$ cat src/hw/rtl/fqd_pkg.sv
// Shared types and constants for the FIFO queue with delete-by-value.
package fqd_pkg;

  localparam int CAPACITY_DEF = 32;
  localparam int HANDLE_W_DEF = 32;
  localparam int OCC_W        = 6;
  localparam int ACTION_W     = 2;

  typedef enum logic [ACTION_W-1:0] {
    ACT_ENQ = 2'd0,
    ACT_DEQ = 2'd1,
    ACT_DEL = 2'd2
  } action_t;

  // Read address select for the single memory read port.
  typedef enum logic [1:0] {
    RD_HEAD    = 2'd0,
    RD_SP      = 2'd1,
    RD_SP_NEXT = 2'd2
  } rd_sel_t;

  // Controller -> datapath commands.
  typedef struct packed {
    logic    accept;     // transfer taken: latch handle, reset scan pointer
    logic    enq;        // write handle at tail, count + 1
    logic    rd_en;      // issue memory read
    rd_sel_t rd_sel;
    logic    deq_fin;    // pop head, count - 1
    logic    srch_next;  // advance scan pointer
    logic    mv_wr;      // copy read data down one slot, advance scan pointer
    logic    del_fin;    // count - 1 after gap closed
    logic    fin;        // load result registers
    logic    fin_fail;
    logic    fin_deq;    // result carries the read data
  } cmd_t;

  // Datapath -> controller status.
  typedef struct packed {
    logic in_null;  // handle on the input port is zero
    logic full;
    logic empty;
    logic match;    // read data equals the latched handle
    logic last;     // scan index is the youngest entry
  } sts_t;

endpackage

$ cat src/hw/rtl/fifo_queue_with_delete_unit.sv
// Top level of the FIFO queue with delete-by-value.
//
// A bounded FIFO of nonzero handles kept in arrival order. A command transfer
// happens at a rising edge with start high and busy low; exactly one result
// follows, shown on status/handle_out/occupancy for one cycle with done high.
// The receiver cannot stall, so capture the result on the done cycle. Entries
// live in a single-port-read circular memory (one read, one write per cycle),
// so dequeue is a pointer move and no memory clear is needed after reset.
// Sequencing, per action:
//   enqueue (or any failed enqueue, unused action): done the next cycle, busy
//     stays low, so enqueues can go back to back.
//   dequeue: busy in S_DEQ while the registered head read lands, then done.
//   delete: a read/compare pair per entry scanned, then a read/write pair per
//     entry moved down to close the gap; a null handle or empty queue fails
//     at once like enqueue.
// done is always seen with busy low, and a new command may transfer during the
// done cycle. occupancy is the count after the step, truncated to 6 bits.
module fifo_queue_with_delete_unit #(
  parameter int CAPACITY     = fqd_pkg::CAPACITY_DEF,
  parameter int HANDLE_WIDTH = fqd_pkg::HANDLE_W_DEF
) (
  input  logic                      clk,
  input  logic                      rst,
  input  logic                      start,
  output logic                      busy,
  input  logic [fqd_pkg::ACTION_W-1:0] action,
  input  logic [HANDLE_WIDTH-1:0]   handle_in,
  output logic                      done,
  output logic                      status,
  output logic [HANDLE_WIDTH-1:0]   handle_out,
  output logic [fqd_pkg::OCC_W-1:0] occupancy
);
  import fqd_pkg::*;

  cmd_t cmd;
  sts_t sts;

  // sequencing: decode, scan and gap-close loop
  fqd_ctrl u_ctrl (
    .clk    (clk),
    .rst    (rst),
    .start  (start),
    .action (action),
    .sts    (sts),
    .cmd    (cmd),
    .busy   (busy)
  );

  // storage, pointers, count and result registers
  fqd_dp #(
    .CAPACITY     (CAPACITY),
    .HANDLE_WIDTH (HANDLE_WIDTH)
  ) u_dp (
    .clk        (clk),
    .rst        (rst),
    .handle_in  (handle_in),
    .cmd        (cmd),
    .sts        (sts),
    .status     (status),
    .handle_out (handle_out),
    .occupancy  (occupancy),
    .done       (done)
  );

  // every finishing path returns the controller to idle
  a_done_idle: assert property (@(posedge clk) disable iff (rst)
    done |-> !busy)
    else $error("result strobe while busy");

endmodule

$ cat src/hw/rtl/fqd_ctrl.sv
// Controller state machine for the FIFO queue with delete-by-value.
module fqd_ctrl (
  input  logic          clk,
  input  logic          rst,
  input  logic          start,
  input  logic [1:0]    action,
  input  fqd_pkg::sts_t sts,
  output fqd_pkg::cmd_t cmd,
  output logic          busy
);
  import fqd_pkg::*;

  typedef enum logic [5:0] {
    S_IDLE = 6'b000001,
    S_DEQ  = 6'b000010,
    S_SRD  = 6'b000100,
    S_SCMP = 6'b001000,
    S_MRD  = 6'b010000,
    S_MWR  = 6'b100000
  } state_t;

  state_t state, state_next;

  always_ff @(posedge clk) begin
    if (rst) begin
      state <= S_IDLE;
    end else begin
      state <= state_next;
    end
  end

  assign busy = (state != S_IDLE);

  always_comb begin
    cmd        = '0;
    state_next = state;
    unique case (state)
      S_IDLE: begin
        if (start) begin
          cmd.accept = 1'b1;
          unique case (action)
            ACT_ENQ: begin
              cmd.fin = 1'b1;
              if (!sts.in_null && !sts.full) begin
                cmd.enq = 1'b1;
              end else begin
                cmd.fin_fail = 1'b1;
              end
            end
            ACT_DEQ: begin
              if (sts.empty) begin
                cmd.fin      = 1'b1;
                cmd.fin_fail = 1'b1;
              end else begin
                cmd.rd_en  = 1'b1;
                cmd.rd_sel = RD_HEAD;
                state_next = S_DEQ;
              end
            end
            ACT_DEL: begin
              if (sts.in_null || sts.empty) begin
                cmd.fin      = 1'b1;
                cmd.fin_fail = 1'b1;
              end else begin
                state_next = S_SRD;
              end
            end
            default: begin
              cmd.fin      = 1'b1;
              cmd.fin_fail = 1'b1;
            end
          endcase
        end
      end
      S_DEQ: begin
        cmd.deq_fin = 1'b1;
        cmd.fin     = 1'b1;
        cmd.fin_deq = 1'b1;
        state_next  = S_IDLE;
      end
      S_SRD: begin
        cmd.rd_en  = 1'b1;
        cmd.rd_sel = RD_SP;
        state_next = S_SCMP;
      end
      S_SCMP: begin
        if (sts.match) begin
          state_next = S_MRD;
        end else if (sts.last) begin
          cmd.fin      = 1'b1;
          cmd.fin_fail = 1'b1;
          state_next   = S_IDLE;
        end else begin
          cmd.srch_next = 1'b1;
          state_next    = S_SRD;
        end
      end
      S_MRD: begin
        if (sts.last) begin
          cmd.del_fin = 1'b1;
          cmd.fin     = 1'b1;
          state_next  = S_IDLE;
        end else begin
          cmd.rd_en  = 1'b1;
          cmd.rd_sel = RD_SP_NEXT;
          state_next = S_MWR;
        end
      end
      S_MWR: begin
        cmd.mv_wr  = 1'b1;
        state_next = S_MRD;
      end
      default: begin
        state_next = S_IDLE;
      end
    endcase
  end

endmodule

$ cat src/hw/rtl/fqd_dp.sv
// Datapath for the FIFO queue with delete-by-value: circular entry memory,
// pointers, occupancy count and result registers.
module fqd_dp #(
  parameter int CAPACITY     = fqd_pkg::CAPACITY_DEF,
  parameter int HANDLE_WIDTH = fqd_pkg::HANDLE_W_DEF
) (
  input  logic                     clk,
  input  logic                     rst,
  input  logic [HANDLE_WIDTH-1:0]  handle_in,
  input  fqd_pkg::cmd_t            cmd,
  output fqd_pkg::sts_t            sts,
  output logic                     status,
  output logic [HANDLE_WIDTH-1:0]  handle_out,
  output logic [fqd_pkg::OCC_W-1:0] occupancy,
  output logic                     done
);
  import fqd_pkg::*;

  localparam int AW = $clog2(CAPACITY);
  localparam int CW = $clog2(CAPACITY + 1);

  logic [HANDLE_WIDTH-1:0] mem [CAPACITY];
  logic [HANDLE_WIDTH-1:0] rdata;
  logic [HANDLE_WIDTH-1:0] hreg;
  logic [AW-1:0]           head;
  logic [AW-1:0]           sp;
  logic [CW-1:0]           k;
  logic [CW-1:0]           count, count_next;

  logic [AW-1:0]           sp_inc, head_inc, tail, raddr, waddr;
  logic [CW:0]             tail_sum, tail_wrap;
  logic [HANDLE_WIDTH-1:0] wdata;
  logic                    we;

  function automatic logic [AW-1:0] inc_ptr(input logic [AW-1:0] p);
    if (p == AW'(CAPACITY - 1)) begin
      return '0;
    end
    return p + 1'b1;
  endfunction

  assign sp_inc   = inc_ptr(sp);
  assign head_inc = inc_ptr(head);

  // tail = (head + count) mod CAPACITY; the sum stays below 2 * CAPACITY
  assign tail_sum  = (CW+1)'(head) + (CW+1)'(count);
  assign tail_wrap = (tail_sum >= (CW+1)'(CAPACITY)) ?
                     tail_sum - (CW+1)'(CAPACITY) : tail_sum;
  assign tail      = tail_wrap[AW-1:0];

  always_comb begin
    case (cmd.rd_sel)
      RD_HEAD:    raddr = head;
      RD_SP:      raddr = sp;
      RD_SP_NEXT: raddr = sp_inc;
      default:    raddr = sp;
    endcase
  end

  assign we    = cmd.enq | cmd.mv_wr;
  assign waddr = cmd.enq ? tail : sp;
  assign wdata = cmd.enq ? handle_in : rdata;

  always_ff @(posedge clk) begin
    if (we) begin
      mem[waddr] <= wdata;
    end
    if (cmd.rd_en) begin
      rdata <= mem[raddr];
    end
  end

  always_comb begin
    count_next = count;
    if (cmd.enq) begin
      count_next = count + 1'b1;
    end else if (cmd.deq_fin || cmd.del_fin) begin
      count_next = count - 1'b1;
    end
  end

  always_ff @(posedge clk) begin
    if (rst) begin
      count <= '0;
      head  <= '0;
      done  <= 1'b0;
    end else begin
      count <= count_next;
      done  <= cmd.fin;
      if (cmd.deq_fin) begin
        head <= head_inc;
      end
    end
  end

  // scan state and results need no reset
  always_ff @(posedge clk) begin
    if (cmd.accept) begin
      hreg <= handle_in;
      sp   <= head;
      k    <= '0;
    end else if (cmd.srch_next || cmd.mv_wr) begin
      sp <= sp_inc;
      k  <= k + 1'b1;
    end
    if (cmd.fin) begin
      status     <= cmd.fin_fail;
      handle_out <= cmd.fin_deq ? rdata : '0;
      occupancy  <= OCC_W'(count_next);
    end
  end

  assign sts.in_null = (handle_in == '0);
  assign sts.full    = (count == CW'(CAPACITY));
  assign sts.empty   = (count == '0);
  assign sts.match   = (rdata == hreg);
  assign sts.last    = ((k + CW'(1)) == count);

  a_count_bound: assert property (@(posedge clk) disable iff (rst)
    count <= CW'(CAPACITY))
    else $error("occupancy count above capacity");

  a_deq_dec: assert property (@(posedge clk) disable iff (rst)
    cmd.deq_fin |=> (count == $past(count) - CW'(1)))
    else $error("dequeue did not drop count by one");

  a_hout_ok: assert property (@(posedge clk) disable iff (rst)
    (done && (handle_out != '0)) |-> !status)
    else $error("nonzero handle_out on a failed step");

endmodule
$ cat config.mk
export PLATFORM = sky130hd
export DESIGN_NAME = fifo_queue_with_delete_unit
export DESIGN_NICKNAME = d
export VERILOG_FILES = /design/src/hw/rtl/fqd_pkg.sv /design/src/hw/rtl/fifo_queue_with_delete_unit.sv /design/src/hw/rtl/fqd_ctrl.sv /design/src/hw/rtl/fqd_dp.sv
export SDC_FILE = /design/constraint.sdc
export NUM_CORES = 1
export LEC_CHECK = 0
export ABC_AREA = 1
export BUFFER_PORTS_ARGS = -buffer_cell sky130_fd_sc_hd__buf_4
export CELL_PAD_IN_SITES_DETAIL_PLACEMENT = 2
export CELL_PAD_IN_SITES_GLOBAL_PLACEMENT = 2
export CORE_AREA = 8 8 377 379
export CTS_CLUSTER_DIAMETER = 30
export CTS_CLUSTER_SIZE = 40
export DETAILED_ROUTE_END_ITERATION = 7
export DIE_AREA = 0 0 385 387
export PLACE_DENSITY = 0.72
export SKIP_LAST_GASP = 1
export SYNTH_ARGS = -nofsm -noshare
export SYNTH_HDL_FRONTEND = slang
export SYNTH_SLANG_ARGS = --single-unit
export TNS_END_PERCENT = 50
$ cat constraint.sdc
create_clock -name clk -period 4.5 [get_ports clk]
set_clock_uncertainty 0.2 [all_clocks]
set_input_delay 0.675 -clock clk [delete_from_list [all_inputs] [get_ports clk]]
set_output_delay 0.675 -clock clk [all_outputs]
set_load 0.005 [all_outputs]
## After elaboration in Yosys (flattened, before gate mapping)

Memories as Yosys holds them, arrays and structs flattened. A register that Yosys moved wholly into a read port is not among the register bits.
Cells that the tools add are included.

| storage, ports and cells | value |
|---|---|
| input bits | 37 |
| output and inout port bits | 41 |
| word-level logic and storage cells | 98 |
| register bits after elaboration | 100 |
| RAM bits | 1024 |
| memories | 1 |

| cells by class | value |
|---|---|
| add/sub/neg operators | 7 |
| equality and inequality tests | 19 |
| reduce and logical (&&, ||, !) cells | 12 |
| order comparisons | 1 |
| muxes and demuxes | 47 |
| bitwise operators | 1 |

Memory list:

| name | depth | width | read ports | clocked after memory_dff | write ports | RTL line | source |
|---|---|---|---|---|---|---|---|
| u_dp.mem | 32 | 32 | 1 | 1 | 1 | fqd_dp.sv:22 | `logic [HANDLE_WIDTH-1:0] mem [CAPACITY];` |

Operators with widths:

| operator | count |
|---|---|
| 2-to-1 mux 5 bit | 10 |
| 2-to-1 mux 6 bit | 6 |
| == test 32 bit | 1 |
| zero test 32 bit | 1 |
| 2-to-1 mux 32 bit | 1 |
| case mux 6 bit (5 select lines) | 1 |
| 2-to-1 mux 1 bit | 13 |
| adder 6 x 1 -> 6 bit (second input constant) | 2 |
| == test 6 bit (second input constant) | 2 |
| 2-to-1 mux 2 bit | 6 |
| 2-to-1 mux 3 bit | 4 |
| case mux 6 bit (2 select lines) | 1 |
| adder 5 x 1 -> 5 bit (second input constant) | 2 |
| == test 5 bit (second input constant) | 2 |
| case mux 5 bit (2 select lines) | 1 |
| inequality test 3 bit (second input constant) | 3 |
| case mux 3 bit (3 select lines) | 1 |
| adder 5 x 6 -> 7 bit | 1 |
| greater-or-equal comparator 7 x 6 -> 1 bit (second input constant) | 1 |
| == test 6 x 1 -> 1 bit (second input constant) | 1 |
| == test 6 x 2 -> 1 bit (second input constant) | 1 |
| == test 6 x 3 -> 1 bit (second input constant) | 1 |
| == test 6 x 4 -> 1 bit (second input constant) | 1 |
| == test 6 x 5 -> 1 bit (second input constant) | 1 |
| 18 further kinds | 23 |

## Logic depth before layout (Yosys ltp)

| depth | value |
|---|---|
| depth in word-level cells | 10 |
| mapped depth | 22 |
| gate-level depth less buffers | 20 |

## Hierarchy

From an unflattened synthesis, not the netlist that was laid out.

| second synthesis, totals | value |
|---|---|
| cell total of the unflattened synthesis | 5144 |
| area, all modules | 52690.5 um^2 |

Modules (own cells, without submodules):

| module | area each (um^2) | cells an instance | times used | sequential area each (um^2) |
|---|---|---|---|---|
| fqd_dp | 52178.8 | 5065 | 1 | 34352.9 |
| fqd_ctrl | 511.7 | 79 | 1 | 120.1 |

## Worst setup path before layout

OpenSTA, ideal clock, no wires.

| path | value |
|---|---|
| path type | register to register |
| start point | register u_ctrl.state[3] |
| end point | memory u_dp.mem[22][0] (netlist bit), enable pin |
| setup time | 421 ps |
| data arrival time | 4202 ps |
| required time | 3879 ps |
| cell stages (with the launch flop) | 12 |
| clock period less this slack | 4824 ps |
| setup slack | -324 ps |
| buffers on the path | 2 |
| path through | dfxtp_1 -> nor2_1 -> inv_1 -> nor4_2 -> inv_1 -> nor2_2 -> nand4_1 -> buf_2 -> buf_2 -> a21oi_1 -> nand2_1 -> nor2_1 |

| on the way | value |
|---|---|
| cells in the longest elaborated chain, start to end | 5 |
| elaborated cells on any way between the ends | 8 |
| those cells by class | 2 x eq/ne; 5 x mux; 1 x bitwise |

Ends and longest elaborated chain:

| item | RTL line | source |
|---|---|---|
| from (decl) | fqd_ctrl.sv:22 | `state_t state, state_next;` |
| from (signal assigned) | fqd_ctrl.sv:28 | `state <= state_next;` |
| == test 6 x 1 -> 1 bit or == test 6 bit (tied branches) | fqd_ctrl.sv:37 | `unique case (state)` |
| 2-to-1 mux 2 bit or 2-to-1 mux 1 bit (tied branches) | fqd_ctrl.sv:37 |  |
| bitwise OR 1 bit | fqd_dp.sv:60 | `assign we = cmd.enq \| cmd.mv_wr;` |
| 2-to-1 mux 1 bit | fqd_dp.sv:65 | `if (we) begin` |
| 2-to-1 mux 1 bit (not written as such) | fqd_dp.sv:66 | `mem[waddr] <= wdata;` |
| to (decl) | fqd_dp.sv:22 |  |

Parallel ways exist; a longest one is shown, timed or not.

## Worst setup path in the final report

| path | value |
|---|---|
| start point | register u_dp.k[0] |
| end point | register u_dp.rdata[17] (read register of u_dp.mem) (data pin) |

| on the way | value |
|---|---|
| cells in the longest elaborated chain, start to end | 6 |
| elaborated cells on any way between the ends | 7 |
| those cells by class | 1 x add/sub; 2 x eq/ne; 3 x mux; 1 x reduce/logical |

Ends and longest elaborated chain:

| item | RTL line | source |
|---|---|---|
| from (decl) | fqd_dp.sv:27 | `logic [CW-1:0] k;` |
| from (signal assigned) | fqd_dp.sv:104 | `k <= k + 1'b1;` |
| adder 6 x 1 -> 6 bit * | fqd_dp.sv:117 | `assign sts.last = ((k + CW'(1)) == count);` |
| == test 6 bit * | fqd_dp.sv:117 |  |
| 2-to-1 mux 3 bit * | fqd_ctrl.sv:99 | `if (sts.last) begin` |
| case mux 3 bit (3 select lines) * | fqd_ctrl.sv:37 |  |
| == test 2 bit or zero test 2 bit (tied branches) | fqd_dp.sv:52 | `case (cmd.rd_sel)` |
| case mux 5 bit (2 select lines) | fqd_dp.sv:52 |  |
| to (decl) | fqd_dp.sv:23 | `logic [HANDLE_WIDTH-1:0] rdata;` |

Mark *: on every way between the ends. The rest lies on a longest branch, timed or not.
A chain may end at the register's enable or synchronous reset.

==> flow_summary.ini <==
[sta]
tightest_slew_ns = 1.29
hold_violations = 0
slew_headroom_pct = 13.4
timing.final.crit_share_pct = 93.4
fin_setup_tns_ns = 0
max_freq_mhz = 238
setup-violations-final = 0
fin_crit_ns = 4.20
setup_slack_ns = 0.298
hold_slack_ns = 0.0658
slew_violations = 0

[floorplanning]
die_h_um = 387
core-area_um2 = 136000
die_w_um = 385
ios = 78
start_util_pct = 37.6
die-area_um2 = 149000
rows = 136

[final_layout]
num_antenna_cells = 0
synthToLayoutAreaGrowth_pct = 28.1
fin_util_pct = 48.2
nNetsFinal = 5180
drive_gt1_share_pct = 14.9
instances_no_fill = 7136
nFillCells = 13300
seqCellArea_um2 = 34500
multiInputGateArea_um2 = 13400

[synthesis]
synth_cells = 4797
synth_common_cells = edfxtp_1, nand2_1, nand3_1
yosys_warnings = 0
yosys.area.top_type = edfxtp_1
synthTopCellsByArea = edfxtp_1, nand3_1, nand2_1, inv_1, nand3b_1
yosysTopAreaCellShare_pct = 66.2
synth_cell_types = 44
ys_ff_latch = 1156
synth_fp_nets = 4851
async_reset_ff_share_pct = 0
syn_avg_cell_area_um2 = 10.7
synth_area_um2 = 51300
synth_edf_count = 1132
dominantRegCellSynth = edfxtp_1
yosysSeqAreaShare_pct = 67.2
synthMostInstantiatedCell = edfxtp_1

[worst_hold_path]
hold_path.class = input port to flip-flop
hp-start = action[1]

[placement]
dp.cells = 6578
pre_cts_slack_ns = 0.304
dpl.hpwl_um = 111000
gp_congestion = 0.805
port_buffers = 77

[grt]
grt_pass1_wl_um = 309000
antenna_found_initial = 2
grt-ovfl-total = 0
grt_use_total_pct = 27.6
grt_pass1_vias = 45500
grt_max_degree = 137

[route]
viasPerCell = 5.61
wire_per_inst_um = 29.3
firstDrtPassIters = 5
drt_iter0_drc = 3098
drc = 0
drt.antenna.violating_nets = 0
finalWirelength_um = 209000
vias = 40000

[clock_tree]
cts_buffer_depth = 4
post_cts_resized = 0
numCtsBuffers = 306
cts_sinks = 1156
h-tree-depth = 5
clk_latency_ns = 0.90
cts_tree = built
ctsRootBufferMaster = clkbuf_16
path_clk_slew_ns = 0.05

[critical_path]
worstSetupPathType = flip-flop to flip-flop
critical-path-top-delay-family = simple AND/OR/NAND/NOR gates
r2r_start = u_dp.k[0]$_SDFFE_PP0P_
crit_path_frequent_cell = nand2_1
worstPathArrival_ns = 4.60
path_buf_inv = 3
critPathRequiredTime_ns = 4.90
worstSetupStartpoint = u_dp.k[0]$_SDFFE_PP0P_
crit_fanout = 57
max_stage_delay_ns = 0.61
endpoint_kind = flip-flop
cpMaxStageDelayCell = buf_4
start_kind = flip-flop
worstPathCellList = ha_1, inv_1, nand2_1, nand2_1, nand2_1, nand3_1, nor2_1, nand3_2, nand3_1, nand2_1, inv_16, buf_4, nand3_1, nand3_1, nand3_1, nand3_1, nand2_1, nand2_1, nand2_1

[status]
outcome = complete, no violations

[power_and_ir_drop]
leakage_nw = 26.7
vdd_drop_max_mv = 0.425
powerDensity_nw_per_um2 = 559

[flow_run]
maxCapViolCount = 0
==> logic make-up after synthesis <==
logic type	count (synthesis)	synth area share [%]
flops	1156	67.2
simple gates	2557	23.0
buf+inv	946	7.94
fa+ha+maj	17	0.429
xor+xnor	32	0.546
compound gates	89	0.951
==> worst reg2reg max path, stage by stage, from the launching register on <==
cell and delay, ns:
dfxtp_1 0.43, ha_1 0.29, inv_1 0.07, nand2_1 0.09, nand2_1 0.07, nand2_1 0.06
nand3_1 0.08, nor2_1 0.12, nand3_2 0.18, nand3_1 0.12, nand2_1 0.21, inv_16 0.24
buf_4 0.62, nand3_1 0.31, nand3_1 0.18, nand3_1 0.10, nand3_1 0.10, nand2_1 0.07
nand2_1 0.23, nand2_1 0.18
==> sequential cells by signal, indices dropped and copies added, names as in the netlist, 6 cells and up <==
name             flops
u_dp.k               6
u_dp.hreg           32
u_ctrl.state         6
u_dp.occupancy       6
u_dp.mem          1024
u_dp.count           6
u_dp.handle_out     32
u_dp.rdata          32
==> power breakdown <==
part,internal (mW),switching [mW]
Sequential,12.4,0.168
Combinational,0.977,2.64
Clock,13.8,6.74
==> per-layer routing <==
layer / vias up / part of all wire (%) / global-route usage, %
met2: 1510 / 51 / 48.3
met5: - / 0.0062 / 0
met4: 2 / 3.2 / 9.92
met3: 438 / 5.7 / 5.17
met1: 21100 / 40 / 33.9
li1: 17000 / - / -
==> through the flow <==
| stage | instance area (µm²) | total power [mW] |
|---|---|---|
| 6_report | 65700 | 36.7 |
| 5_1_grt | 65700 | 37.7 |
| 4_1_cts | 65700 | 36.8 |
| 3_5_place_dp | 56000 | 16.1 |
| 3_3_place_gp | 56000 | 16.0 |
| 2_1_floorplan | 51300 | 14.4 |
==> layout by cell type, fill, tap and decap left out, types with 33 or more instances in the layout <==
cell type / synthesis / final
edfxtp_1: 1132 / 1132
nand2_1: 1129 / 1128
nand3_1: 1115 / 1114
inv_1: 650 / 648
clkbuf_16: 0 / 310
buf_4: 41 / 169
nand3b_1: 161 / 161
buf_12: 0 / 108
nor2_1: 97 / 64
clkinv_1: 1 / 62
clkinv_2: 0 / 60
clkbuf_1: 29 / 39
nor2_4: 0 / 34
dlygate4sd3_1: 0 / 33
==> cell type report <==
type	instances	share of cell area, %
inverters	656	3.78
clock inverters	174	2.27
multi-input cells	2696	20.3
clock buffers	350	12.0
repair buffers	310	5.72
flip-flops and latches	1156	52.4
well taps	1794	3.41
==> final timing paths <==
check,end,slack (ns),cells past startpoint
setup reg to reg,u_dp.rdata[17]$_DFFE_PP_,0.30,19
hold / removal,u_ctrl.state[1]$_SDFFE_PP0P_,0.07,3
hold reg to reg,u_dp.k[0]$_SDFFE_PP0P_,0.34,1
setup / recovery,u_dp.rdata[17]$_DFFE_PP_,0.30,19
==> repair_timing <==
item	in CTS	in global routing
setup endpoints to repair	0	1
hold endpoints to repair	44	0
hold buffers	33	0
buffers inserted	0	0
No activity file was read; power rests on OpenSTA's default activity.
